[src/vpaf_pkg.sv]
// ----------------------------------------------------------------------------
// vpaf_pkg
// Shared types, constants and helpers for the vibration peak/average framer.
// ----------------------------------------------------------------------------
package vpaf_pkg;

  // Frame layout
  localparam int FRAME_LENGTH    = 7;
  localparam int BYTE_IDX_BITS   = $clog2(FRAME_LENGTH);
  localparam int STORE_IDX_BITS  = $clog2(FRAME_LENGTH - 1);

  // Default widths
  localparam int SAMPLE_BITS_DEF = 12;
  localparam int SUM_BITS_DEF    = 32;

  // Average: (sum >> shift) / 47
  localparam int SHIFT_FIRST     = 7;
  localparam int SHIFT_SECOND    = 8;
  localparam int AVG_DIVISOR     = 47;

  // Reciprocal divide by 47: exact for inputs below 47 * 2^24, quotients above
  // that saturate the scaled byte anyway, so they clamp to all ones.
  localparam int QUOT_BITS       = 24;
  localparam int DIV_IN_BITS     = 30;
  localparam int DIV_SHIFT       = 36;
  localparam int RECIP_BITS      = 31;
  localparam int PROD_BITS       = DIV_IN_BITS + RECIP_BITS;
  localparam logic [RECIP_BITS-1:0] DIV_RECIP =
    RECIP_BITS'(((64'd1 << DIV_SHIFT) + 64'(AVG_DIVISOR - 1)) / 64'(AVG_DIVISOR));
  localparam logic [63:0] DIV_CLAMP = 64'(AVG_DIVISOR) << QUOT_BITS;

  // Gain scaling
  localparam int GAIN_BITS       = 16;
  localparam int SCL_BITS        = QUOT_BITS + GAIN_BITS;

  // Configuration register indexes
  localparam int CFG_IDX_BITS    = 3;
  typedef logic [CFG_IDX_BITS-1:0] cfg_idx_t;
  localparam cfg_idx_t CFG_FIRST_PERIOD  = 3'd0;
  localparam cfg_idx_t CFG_SECOND_PERIOD = 3'd1;
  localparam cfg_idx_t CFG_RESEND_GAP    = 3'd2;
  localparam cfg_idx_t CFG_ATTEMPT_LIMIT = 3'd3;
  localparam cfg_idx_t CFG_SYNC_BYTE     = 3'd4;
  localparam cfg_idx_t CFG_GAIN          = 3'd5;

  localparam int CFG_DATA_BITS   = 16;

  // Register reset values
  localparam logic [7:0]  RST_FIRST_PERIOD  = 8'd59;
  localparam logic [7:0]  RST_SECOND_PERIOD = 8'd119;
  localparam logic [6:0]  RST_RESEND_GAP    = 7'd4;
  localparam logic [7:0]  RST_ATTEMPT_LIMIT = 8'd2;
  localparam logic [7:0]  RST_SYNC_BYTE     = 8'd170;
  localparam logic [15:0] RST_GAIN          = 16'd6554;

  // Frame engine states
  typedef enum logic [2:0] {
    ENG_IDLE,
    ENG_DIV,
    ENG_SCALE,
    ENG_PACK,
    ENG_SEND
  } eng_state_t;

  // Take the Q0.16 product down to a byte, saturating at 255.
  function automatic logic [7:0] sat_byte(input logic [SCL_BITS-1:0] prod);
    logic [QUOT_BITS-1:0] v;
    v = prod[GAIN_BITS +: QUOT_BITS];
    sat_byte = (|v[QUOT_BITS-1:8]) ? 8'hFF : v[7:0];
  endfunction

endpackage

[src/vibration_peak_average_framer_top.sv]
// ----------------------------------------------------------------------------
// vibration_peak_average_framer_top
// Folds two-axis samples, tracks peaks and sums per tick period, and sends
// seven-byte frames with resends at the gap ticks.
// ----------------------------------------------------------------------------
// Order: a sample updates peaks and sums in the cycle after its transaction.
// A period-end tick passes the input register, snapshot, divide, scale and
// pack registers and reaches the output as byte 0; a resend tick goes from
// the input register straight to send. Throughput: samples one per cycle while
// no tick is held at the input; a tick waits while a frame is built or sent.
// Reset: synchronous, clears all counters, peaks, sums and handshake state and
// reloads register defaults; the frame store holds nothing until a frame.
module vibration_peak_average_framer_top #(
  parameter int SAMPLE_BITS = vpaf_pkg::SAMPLE_BITS_DEF,
  parameter int SUM_BITS    = vpaf_pkg::SUM_BITS_DEF
) (
  input  logic                              clk,
  input  logic                              rst,
  // Input channel
  input  logic                              in_valid,
  output logic                              in_ready,
  input  logic                              mode,
  input  logic [SAMPLE_BITS-1:0]            sample_x,
  input  logic [SAMPLE_BITS-1:0]            sample_y,
  // Output channel
  output logic                              out_valid,
  input  logic                              out_ready,
  output logic [7:0]                        frame_byte,
  output logic                              ninth_bit,
  output logic                              last_byte,
  // Configuration channel
  input  logic                              cfg_valid,
  output logic                              cfg_ready,
  input  vpaf_pkg::cfg_idx_t                cfg_index,
  input  logic [vpaf_pkg::CFG_DATA_BITS-1:0] cfg_data
);
  import vpaf_pkg::*;

  localparam int FOLD_BITS = SAMPLE_BITS - 1;
  localparam int AVG_BITS  = SUM_BITS - SHIFT_FIRST;
  localparam logic [BYTE_IDX_BITS-1:0] LAST_IDX = BYTE_IDX_BITS'(FRAME_LENGTH - 1);

  // Configuration registers
  logic [7:0]  first_period;
  logic [7:0]  second_period;
  logic [6:0]  resend_gap;
  logic [7:0]  attempt_limit;
  logic [7:0]  sync_byte;
  logic [15:0] gain;

  // Input register
  logic                   in_vld;
  logic                   in_mode;
  logic [SAMPLE_BITS-1:0] in_x;
  logic [SAMPLE_BITS-1:0] in_y;
  logic                   advance;
  logic                   tick_go;
  logic                   sample_go;

  // Period state
  logic [7:0]           tick_count;
  logic [7:0]           attempt_count;
  logic                 second_mode;
  logic [FOLD_BITS-1:0] peak_x;
  logic [FOLD_BITS-1:0] peak_y;
  logic [SUM_BITS-1:0]  sum_x;
  logic [SUM_BITS-1:0]  sum_y;

  // Tick decision
  logic [7:0]           tick_inc;
  logic [7:0]           period_limit;
  logic [7:0]           attempt_inc;
  logic                 fire;
  logic                 resend;
  logic                 emit;
  logic [FOLD_BITS-1:0] fold_x;
  logic [FOLD_BITS-1:0] fold_y;

  // Frame build pipeline
  logic [AVG_BITS-1:0]  snap_nx;
  logic [AVG_BITS-1:0]  snap_ny;
  logic [FOLD_BITS-1:0] snap_px;
  logic [FOLD_BITS-1:0] snap_py;
  logic [63:0]          nx_wide;
  logic [63:0]          ny_wide;
  logic [PROD_BITS-1:0] prod_x;
  logic [PROD_BITS-1:0] prod_y;
  logic                 clamp_x;
  logic                 clamp_y;
  logic [FOLD_BITS-1:0] pk_x;
  logic [FOLD_BITS-1:0] pk_y;
  logic [QUOT_BITS-1:0] quot_x;
  logic [QUOT_BITS-1:0] quot_y;
  logic [SCL_BITS-1:0]  scl_ax;
  logic [SCL_BITS-1:0]  scl_px;
  logic [SCL_BITS-1:0]  scl_ay;
  logic [SCL_BITS-1:0]  scl_py;
  logic [7:0]           b1;
  logic [7:0]           b2;
  logic [7:0]           b3;
  logic [7:0]           b4;
  logic [7:0]           frame_store [FRAME_LENGTH-1];

  // Frame engine
  eng_state_t               eng;
  eng_state_t               eng_next;
  logic                     eng_idle;
  logic                     pack_en;
  logic                     send_step;
  logic [BYTE_IDX_BITS-1:0] byte_idx;
  logic [STORE_IDX_BITS-1:0] store_idx;

  // --------------------------------------------------------------------------
  // Configuration: always ready; to be written only while the block is quiet, which the block does not enforce.
  // --------------------------------------------------------------------------
  assign cfg_ready = 1'b1;

  always_ff @(posedge clk) begin
    if (rst) begin
      first_period  <= RST_FIRST_PERIOD;
      second_period <= RST_SECOND_PERIOD;
      resend_gap    <= RST_RESEND_GAP;
      attempt_limit <= RST_ATTEMPT_LIMIT;
      sync_byte     <= RST_SYNC_BYTE;
      gain          <= RST_GAIN;
    end else if (cfg_valid && cfg_ready) begin
      case (cfg_index)
        CFG_FIRST_PERIOD:  first_period  <= cfg_data[7:0];
        CFG_SECOND_PERIOD: second_period <= cfg_data[7:0];
        CFG_RESEND_GAP:    resend_gap    <= cfg_data[6:0];
        CFG_ATTEMPT_LIMIT: attempt_limit <= cfg_data[7:0];
        CFG_SYNC_BYTE:     sync_byte     <= cfg_data[7:0];
        CFG_GAIN:          gain          <= cfg_data[15:0];
        default: ;
      endcase
    end
  end

  // --------------------------------------------------------------------------
  // Input register. Samples drain every cycle; a tick holds until the frame
  // engine is idle, since it may start a frame or a resend.
  // --------------------------------------------------------------------------
  assign advance   = in_vld && (!in_mode || eng_idle);
  assign in_ready  = !in_vld || advance;
  assign tick_go   = advance && in_mode;
  assign sample_go = advance && !in_mode;

  always_ff @(posedge clk) begin
    if (rst) begin
      in_vld <= 1'b0;
    end else if (in_ready) begin
      in_vld <= in_valid;
    end
  end

  always_ff @(posedge clk) begin
    if (in_valid && in_ready) begin
      in_mode <= mode;
      in_x    <= sample_x;
      in_y    <= sample_y;
    end
  end

  // --------------------------------------------------------------------------
  // Fold around mid-scale: an upper-half reading becomes full scale minus it.
  // --------------------------------------------------------------------------
  assign fold_x = in_x[SAMPLE_BITS-1] ? ~in_x[FOLD_BITS-1:0] : in_x[FOLD_BITS-1:0];
  assign fold_y = in_y[SAMPLE_BITS-1] ? ~in_y[FOLD_BITS-1:0] : in_y[FOLD_BITS-1:0];

  // --------------------------------------------------------------------------
  // Tick decision. The period end wins over a resend; both count an attempt.
  // The resend compare uses twice the gap with no wrap.
  // --------------------------------------------------------------------------
  assign tick_inc     = tick_count + 8'd1;
  assign period_limit = second_mode ? second_period : first_period;
  assign fire         = tick_inc > period_limit;
  assign resend       = !fire && (attempt_count != 8'd0) &&
                        ((tick_inc == {1'b0, resend_gap}) || (tick_inc == {resend_gap, 1'b0}));
  assign emit         = fire || resend;
  assign attempt_inc  = attempt_count + 8'd1;

  always_ff @(posedge clk) begin
    if (rst) begin
      tick_count    <= '0;
      attempt_count <= '0;
      second_mode   <= 1'b0;
      peak_x        <= '0;
      peak_y        <= '0;
      sum_x         <= '0;
      sum_y         <= '0;
    end else if (sample_go) begin
      if (fold_x > peak_x) peak_x <= fold_x;
      if (fold_y > peak_y) peak_y <= fold_y;
      sum_x <= sum_x + SUM_BITS'(fold_x);
      sum_y <= sum_y + SUM_BITS'(fold_y);
    end else if (tick_go) begin
      tick_count <= fire ? 8'd0 : tick_inc;
      if (fire) begin
        // Period end: restart the accumulation
        peak_x <= '0;
        peak_y <= '0;
        sum_x  <= '0;
        sum_y  <= '0;
      end
      if (emit) begin
        if (attempt_inc > attempt_limit) begin
          attempt_count <= '0;
          second_mode   <= 1'b1;
        end else begin
          attempt_count <= attempt_inc;
        end
      end
    end
  end

  // Snapshot the period totals; the shift follows the mode before this tick.
  always_ff @(posedge clk) begin
    if (tick_go && fire) begin
      snap_nx <= second_mode ? AVG_BITS'(sum_x >> SHIFT_SECOND) : AVG_BITS'(sum_x >> SHIFT_FIRST);
      snap_ny <= second_mode ? AVG_BITS'(sum_y >> SHIFT_SECOND) : AVG_BITS'(sum_y >> SHIFT_FIRST);
      snap_px <= peak_x;
      snap_py <= peak_y;
    end
  end

  // --------------------------------------------------------------------------
  // Frame build: divide by 47 through a reciprocal multiply, then gain scale,
  // then saturate and pack with the two check bytes.
  // --------------------------------------------------------------------------
  assign nx_wide = 64'(snap_nx);
  assign ny_wide = 64'(snap_ny);

  always_ff @(posedge clk) begin
    prod_x  <= PROD_BITS'(nx_wide[DIV_IN_BITS-1:0]) * PROD_BITS'(DIV_RECIP);
    prod_y  <= PROD_BITS'(ny_wide[DIV_IN_BITS-1:0]) * PROD_BITS'(DIV_RECIP);
    clamp_x <= nx_wide >= DIV_CLAMP;
    clamp_y <= ny_wide >= DIV_CLAMP;
    pk_x    <= snap_px;
    pk_y    <= snap_py;
  end

  assign quot_x = clamp_x ? '1 : prod_x[DIV_SHIFT +: QUOT_BITS];
  assign quot_y = clamp_y ? '1 : prod_y[DIV_SHIFT +: QUOT_BITS];

  always_ff @(posedge clk) begin
    scl_ax <= SCL_BITS'(quot_x) * SCL_BITS'(gain);
    scl_px <= SCL_BITS'(pk_x) * SCL_BITS'(gain);
    scl_ay <= SCL_BITS'(quot_y) * SCL_BITS'(gain);
    scl_py <= SCL_BITS'(pk_y) * SCL_BITS'(gain);
  end

  assign b1 = sat_byte(scl_ax);
  assign b2 = sat_byte(scl_px);
  assign b3 = sat_byte(scl_ay);
  assign b4 = sat_byte(scl_py);

  always_ff @(posedge clk) begin
    if (pack_en) begin
      frame_store[0] <= b1;
      frame_store[1] <= b2;
      frame_store[2] <= b3;
      frame_store[3] <= b4;
      frame_store[4] <= ~(b1 + b2 + b3 + b4);
      frame_store[5] <= ~(b1 ^ b2 ^ b3 ^ b4);
    end
  end

  // --------------------------------------------------------------------------
  // Frame engine: next state
  // --------------------------------------------------------------------------
  always_ff @(posedge clk) begin
    if (rst) begin
      eng <= ENG_IDLE;
    end else begin
      eng <= eng_next;
    end
  end

  always_comb begin
    eng_next = eng;
    case (eng)
      ENG_IDLE: begin
        if (tick_go && fire) begin
          eng_next = ENG_DIV;
        end else if (tick_go && resend) begin
          eng_next = ENG_SEND;
        end
      end
      ENG_DIV:   eng_next = ENG_SCALE;
      ENG_SCALE: eng_next = ENG_PACK;
      ENG_PACK:  eng_next = ENG_SEND;
      ENG_SEND: begin
        if (send_step && (byte_idx == LAST_IDX)) eng_next = ENG_IDLE;
      end
      default:   eng_next = ENG_IDLE;
    endcase
  end

  // Frame engine: outputs
  always_comb begin
    eng_idle  = 1'b0;
    pack_en   = 1'b0;
    send_step = 1'b0;
    case (eng)
      ENG_IDLE:  eng_idle  = 1'b1;
      ENG_PACK:  pack_en   = 1'b1;
      ENG_SEND:  send_step = !out_valid || out_ready;
      default: ;
    endcase
  end

  // Byte counter: advance on each byte handed to the output register.
  always_ff @(posedge clk) begin
    if (rst) begin
      byte_idx <= '0;
    end else if (send_step) begin
      byte_idx <= (byte_idx == LAST_IDX) ? '0 : byte_idx + BYTE_IDX_BITS'(1);
    end
  end

  assign store_idx = STORE_IDX_BITS'(byte_idx - BYTE_IDX_BITS'(1));

  // --------------------------------------------------------------------------
  // Output register: holds one byte; refills in the cycle it is taken.
  // Byte 0 is always the current sync byte.
  // --------------------------------------------------------------------------
  always_ff @(posedge clk) begin
    if (rst) begin
      out_valid <= 1'b0;
    end else if (send_step) begin
      out_valid <= 1'b1;
    end else if (out_ready) begin
      out_valid <= 1'b0;
    end
  end

  always_ff @(posedge clk) begin
    if (send_step) begin
      frame_byte <= (byte_idx == '0) ? sync_byte : frame_store[store_idx];
      ninth_bit  <= byte_idx == '0;
      last_byte  <= byte_idx == LAST_IDX;
    end
  end

  // --------------------------------------------------------------------------
  // Assertions
  // --------------------------------------------------------------------------
  // A tick never advances while a frame is built or sent.
  a_tick_waits: assert property (@(posedge clk) disable iff (rst)
    (eng != ENG_IDLE) |-> !tick_go)
    else $error("tick advanced while frame engine busy");

  // A period end starts the divide stage next cycle.
  a_fire_to_div: assert property (@(posedge clk) disable iff (rst)
    (tick_go && fire) |=> (eng == ENG_DIV))
    else $error("period end did not start frame build");

  // While byte 0 waits on the output, the engine points at byte 1.
  a_first_byte: assert property (@(posedge clk) disable iff (rst)
    (out_valid && ninth_bit) |-> (eng == ENG_SEND && byte_idx == BYTE_IDX_BITS'(1)))
    else $error("sync byte out of step with byte counter");

  // Entering the second period clears the attempt count.
  a_second_mode: assert property (@(posedge clk) disable iff (rst)
    $rose(second_mode) |-> (attempt_count == 8'd0))
    else $error("second period entered with attempts pending");

endmodule

[config.mk]
export PLATFORM = sky130hd
export DESIGN_NAME = vibration_peak_average_framer_top
export DESIGN_NICKNAME = d
export VERILOG_FILES = /design/src/vpaf_pkg.sv /design/src/vibration_peak_average_framer_top.sv
export SDC_FILE = /design/constraint.sdc
export NUM_CORES = 2
export LEC_CHECK = 0
export ABC_AREA = 1
export BUFFER_PORTS_ARGS = -buffer_cell sky130_fd_sc_hd__buf_2
export CAP_MARGIN = 15
export CELL_PAD_IN_SITES_DETAIL_PLACEMENT = 1
export CELL_PAD_IN_SITES_GLOBAL_PLACEMENT = 2
export CORE_ASPECT_RATIO = 0.75
export CORE_MARGIN = 2
export CORE_UTILIZATION = 40
export DETAILED_ROUTE_END_ITERATION = 10
export GPL_ROUTABILITY_DRIVEN = 0
export PLACE_DENSITY_LB_ADDON = 0.1
export SLEW_MARGIN = 20
export SYNTH_ARGS = -nofsm -noshare
export SYNTH_HDL_FRONTEND = slang
export SYNTH_SLANG_ARGS = --single-unit
[constraint.sdc]
create_clock -name clk -period 8.41 [get_ports clk]
set_input_delay 1.682 -clock clk [delete_from_list [all_inputs] [get_ports clk]]
set_output_delay 1.682 -clock clk [all_outputs]
set_load 0.03 [all_outputs]
==> impl_metrics.ini <==
[cts]
post_cts.repair.setup_buffers = 0
cts_htree_levels = 2
number_of_resized_instances_in_the_post_cts_repair_step = 0
number_of_buffers_added_by_the_clock_tree_synthesis_step = 58
cts.clk_slew.worst_paths_ps = 70
ctsHoldBuffers = 0
ctsRootBufferMaster = clkbuf_16
tritoncts = yes
cts_max_path_buffers = 3
tritoncts_num_sinks = 450
clk_latency_ps = 730

[yosys]
synth-main-ff-cell = dfxtp_1
synth-seq-cells = 450
yosysUniqueCellTypes = 57
async_reset_ff_share_pct = 0
syn-cell-area_um2 = 77800
synth_sequential_area_ratio_pct = 13.6
yosys_warnings = 0
synth_enable_flop_cells = 154
synthesis.instances = 9697
compound_gate_portion_of_the_synthesized_area_pct = 6.60
synth_xor_area_share_pct = 1.34
synthesized_area_fraction_occupied_by_adder_cells_pct = 48.4
main_combinational_cell_family_by_area_after_synthesis = adder cells
post_synth.cell_area_avg_um2 = 8.02
syn-num-nets = 12012
synth.mux.area_fraction_pct = 0.0901
post_synth_and_or_nand_nor_area_fraction_pct = 16.4

[route]
firstDrtPassIters = 5
drt_wl_total_um = 265000
routed_via_count = 62167
detail-route-antenna-nets = 0
via_per_inst = 5.10
remaining_routing_drc_violations = 0
routed_wire_length_per_instance_um = 21.7
detailed_router_s_first_iteration_violation_count = 3829

[final_layout]
share_of_post_route_cells_with_drive_strength_above_1_pct = 3.37
leading_cell_type_in_the_layout_fill_and_taps_excluded = inv_1
final_nets = 11903
commonest_cells_after_routing_fill_and_taps_aside = 2493 x inv_1, 2082 x nand2_1, 1243 x fa_1
layout-area-overhead-vs-synth_pct = 6.34

[critical_path]
cp_max_fo = 39
cp-end-kind = register
worst_setup_path_endpoint = scl_ay[37]
timing.critical_path.from = gain[2]
timing.critical_path.from_type = register
rr_worst_depth = 20
cp.arrival_ps = 7260
setup.worst_path.class = reg -> reg
rr_startpoint = gain[2]
timing.rr.end = scl_ay[37]
required_ps = 8980
timing.reg2reg.setup_slack_ps = 1720

[sta]
finalHoldViolations = 0
clock_skew_ps = 50.9
max-slew-margin-rel_pct = 24.4
totalNegativeSetupSlack_ps = 0
finalWorstPathRequiredPeriod_ps = 6690
worst-slew-pin-transition_ps = 1130
final_min_period_over_clock_period_pct = 79.5
unrepaired_setup_endpoints_after_global_routing = false
final-max-slew-violation-count = 0
setup_violations = 0
clock.fmax_ghz = 0.149

[worst_hold_path]
worst_hold_path.num_cells = 0
hold_path.class = reg -> reg

[grt]
globalRoute.totalOverflow = 0
grt_use_total_pct = 27.2
global_route_wire_length_before_repair_um = 412000
first_global_vias = 68546
antenna_found_initial = 8
grt_max_degree = 85

[floorplan]
die_w_um = 513
die_h_um = 386
floorplan.die_area_um2 = 198000
ports_placed_on_the_boundary = 62
start_util_pct = 40.2
placementRows = 140
core-area_um2 = 194000

[run_status]
outcome = finished, final reports clean

[placed_design]
numPortBuffers = 60
place.detailed.hpwl_um = 223000

[flow_run]
cap_violations = 0
## per-stage QoR
| stage | util, % | std cells | cell area [µm²] | setup slack, ps | hold slack (ps) |
|---|---|---|---|---|---|
| after floorplan | - | 9697 | 77800 | 2770 | 323 |
| after global placement | 41.6 | 12084 | 80600 | 1820 | 326 |
| after detailed placement | 41.6 | 12084 | 80600 | 1730 | 329 |
| after CTS | 42.7 | 12194 | 82700 | 1710 | 325 |
| after global routing | 42.7 | 12195 | 82700 | 1380 | 337 |
| final | 42.7 | 12197 | 82700 | 1720 | 321 |
## critical path: stages, from the launching register on
cell	delay [ps]
dfxtp_2	1080
buf_4	540
nand2_1	140
fa_1	530
inv_1	60
fa_1	540
inv_1	50
fa_1	490
fa_1	570
fa_1	430
fa_1	490
inv_1	40
ha_1	360
nand2_1	100
nor2_1	210
inv_1	80
o21ai_0	240
nand3b_1	200
nand2_1	110
a21boi_0	230
nor2_1	70
## cell families (layout without fill, tap and decap cells)
group,after synthesis,after routing
fa+ha+maj,2266,2266
mux,7,7
other cells,1,4
simple gates,3138,3138
buf+inv,2791,2732
compound gates,925,925
flops,450,450
xor+xnor,119,119
## final cells by class
cell class	count	area (µm²)
multi-input combinational	6456	56700
sequential	450	10600
clock inverter	39	488
tap	2556	3200
timing repair buffer	119	746
clock buffer	71	1590
fill	23502	111000
inverter	2503	9400
antenna	3	7.51
## metal layers
metal / track usage (%) / vias to the layer above / routed length (µm)
li1: - / 29047 / -
met4: 3.95 / 4 / 3580
met2: 41.2 / 1262 / 111000
met1: 41.5 / 31657 / 135000
met3: 4.02 / 197 / 15400
met5: 0.457 / - / 144
## synth_stat cells, drive strengths merged, types with 91 or more instances
library cell	instances	area, µm²
o21ai	314	1590
inv	2501	9390
clkbuf	264	991
nor2	501	1890
dfxtp	296	5930
fa	1243	24900
ha	1023	12800
xor2	91	797
edfxtp	154	4620
nand2	2090	7910
nand3	283	1420
a21oi	406	2070
## worst min path at each step
stage / start / endpoint / slack (ps)
final: snap_px[4] / pk_x[4] / 320
after global routing: snap_py[6] / pk_y[6] / 340
after CTS: snap_py[6] / pk_y[6] / 330
after detailed placement: snap_px[6] / pk_x[6] / 330
after global placement: snap_px[6] / pk_x[6] / 330
after floorplan: snap_px[0] / pk_x[0] / 320
## sequential cells by signal, indices dropped and copies added, names as in the netlist, 12 cells and up
name / cells
snap_ny: 25
prod_x: 20
in_y: 12
frame_store: 47
prod_y: 20
sum_y: 32
gain: 16
scl_ay: 23
scl_ax: 23
in_x: 12
snap_nx: 25
sum_x: 32
Power is left out: the tool's default activity adds up to more than one toggle a clock period on the data nets, which glitch-free logic cannot reach.
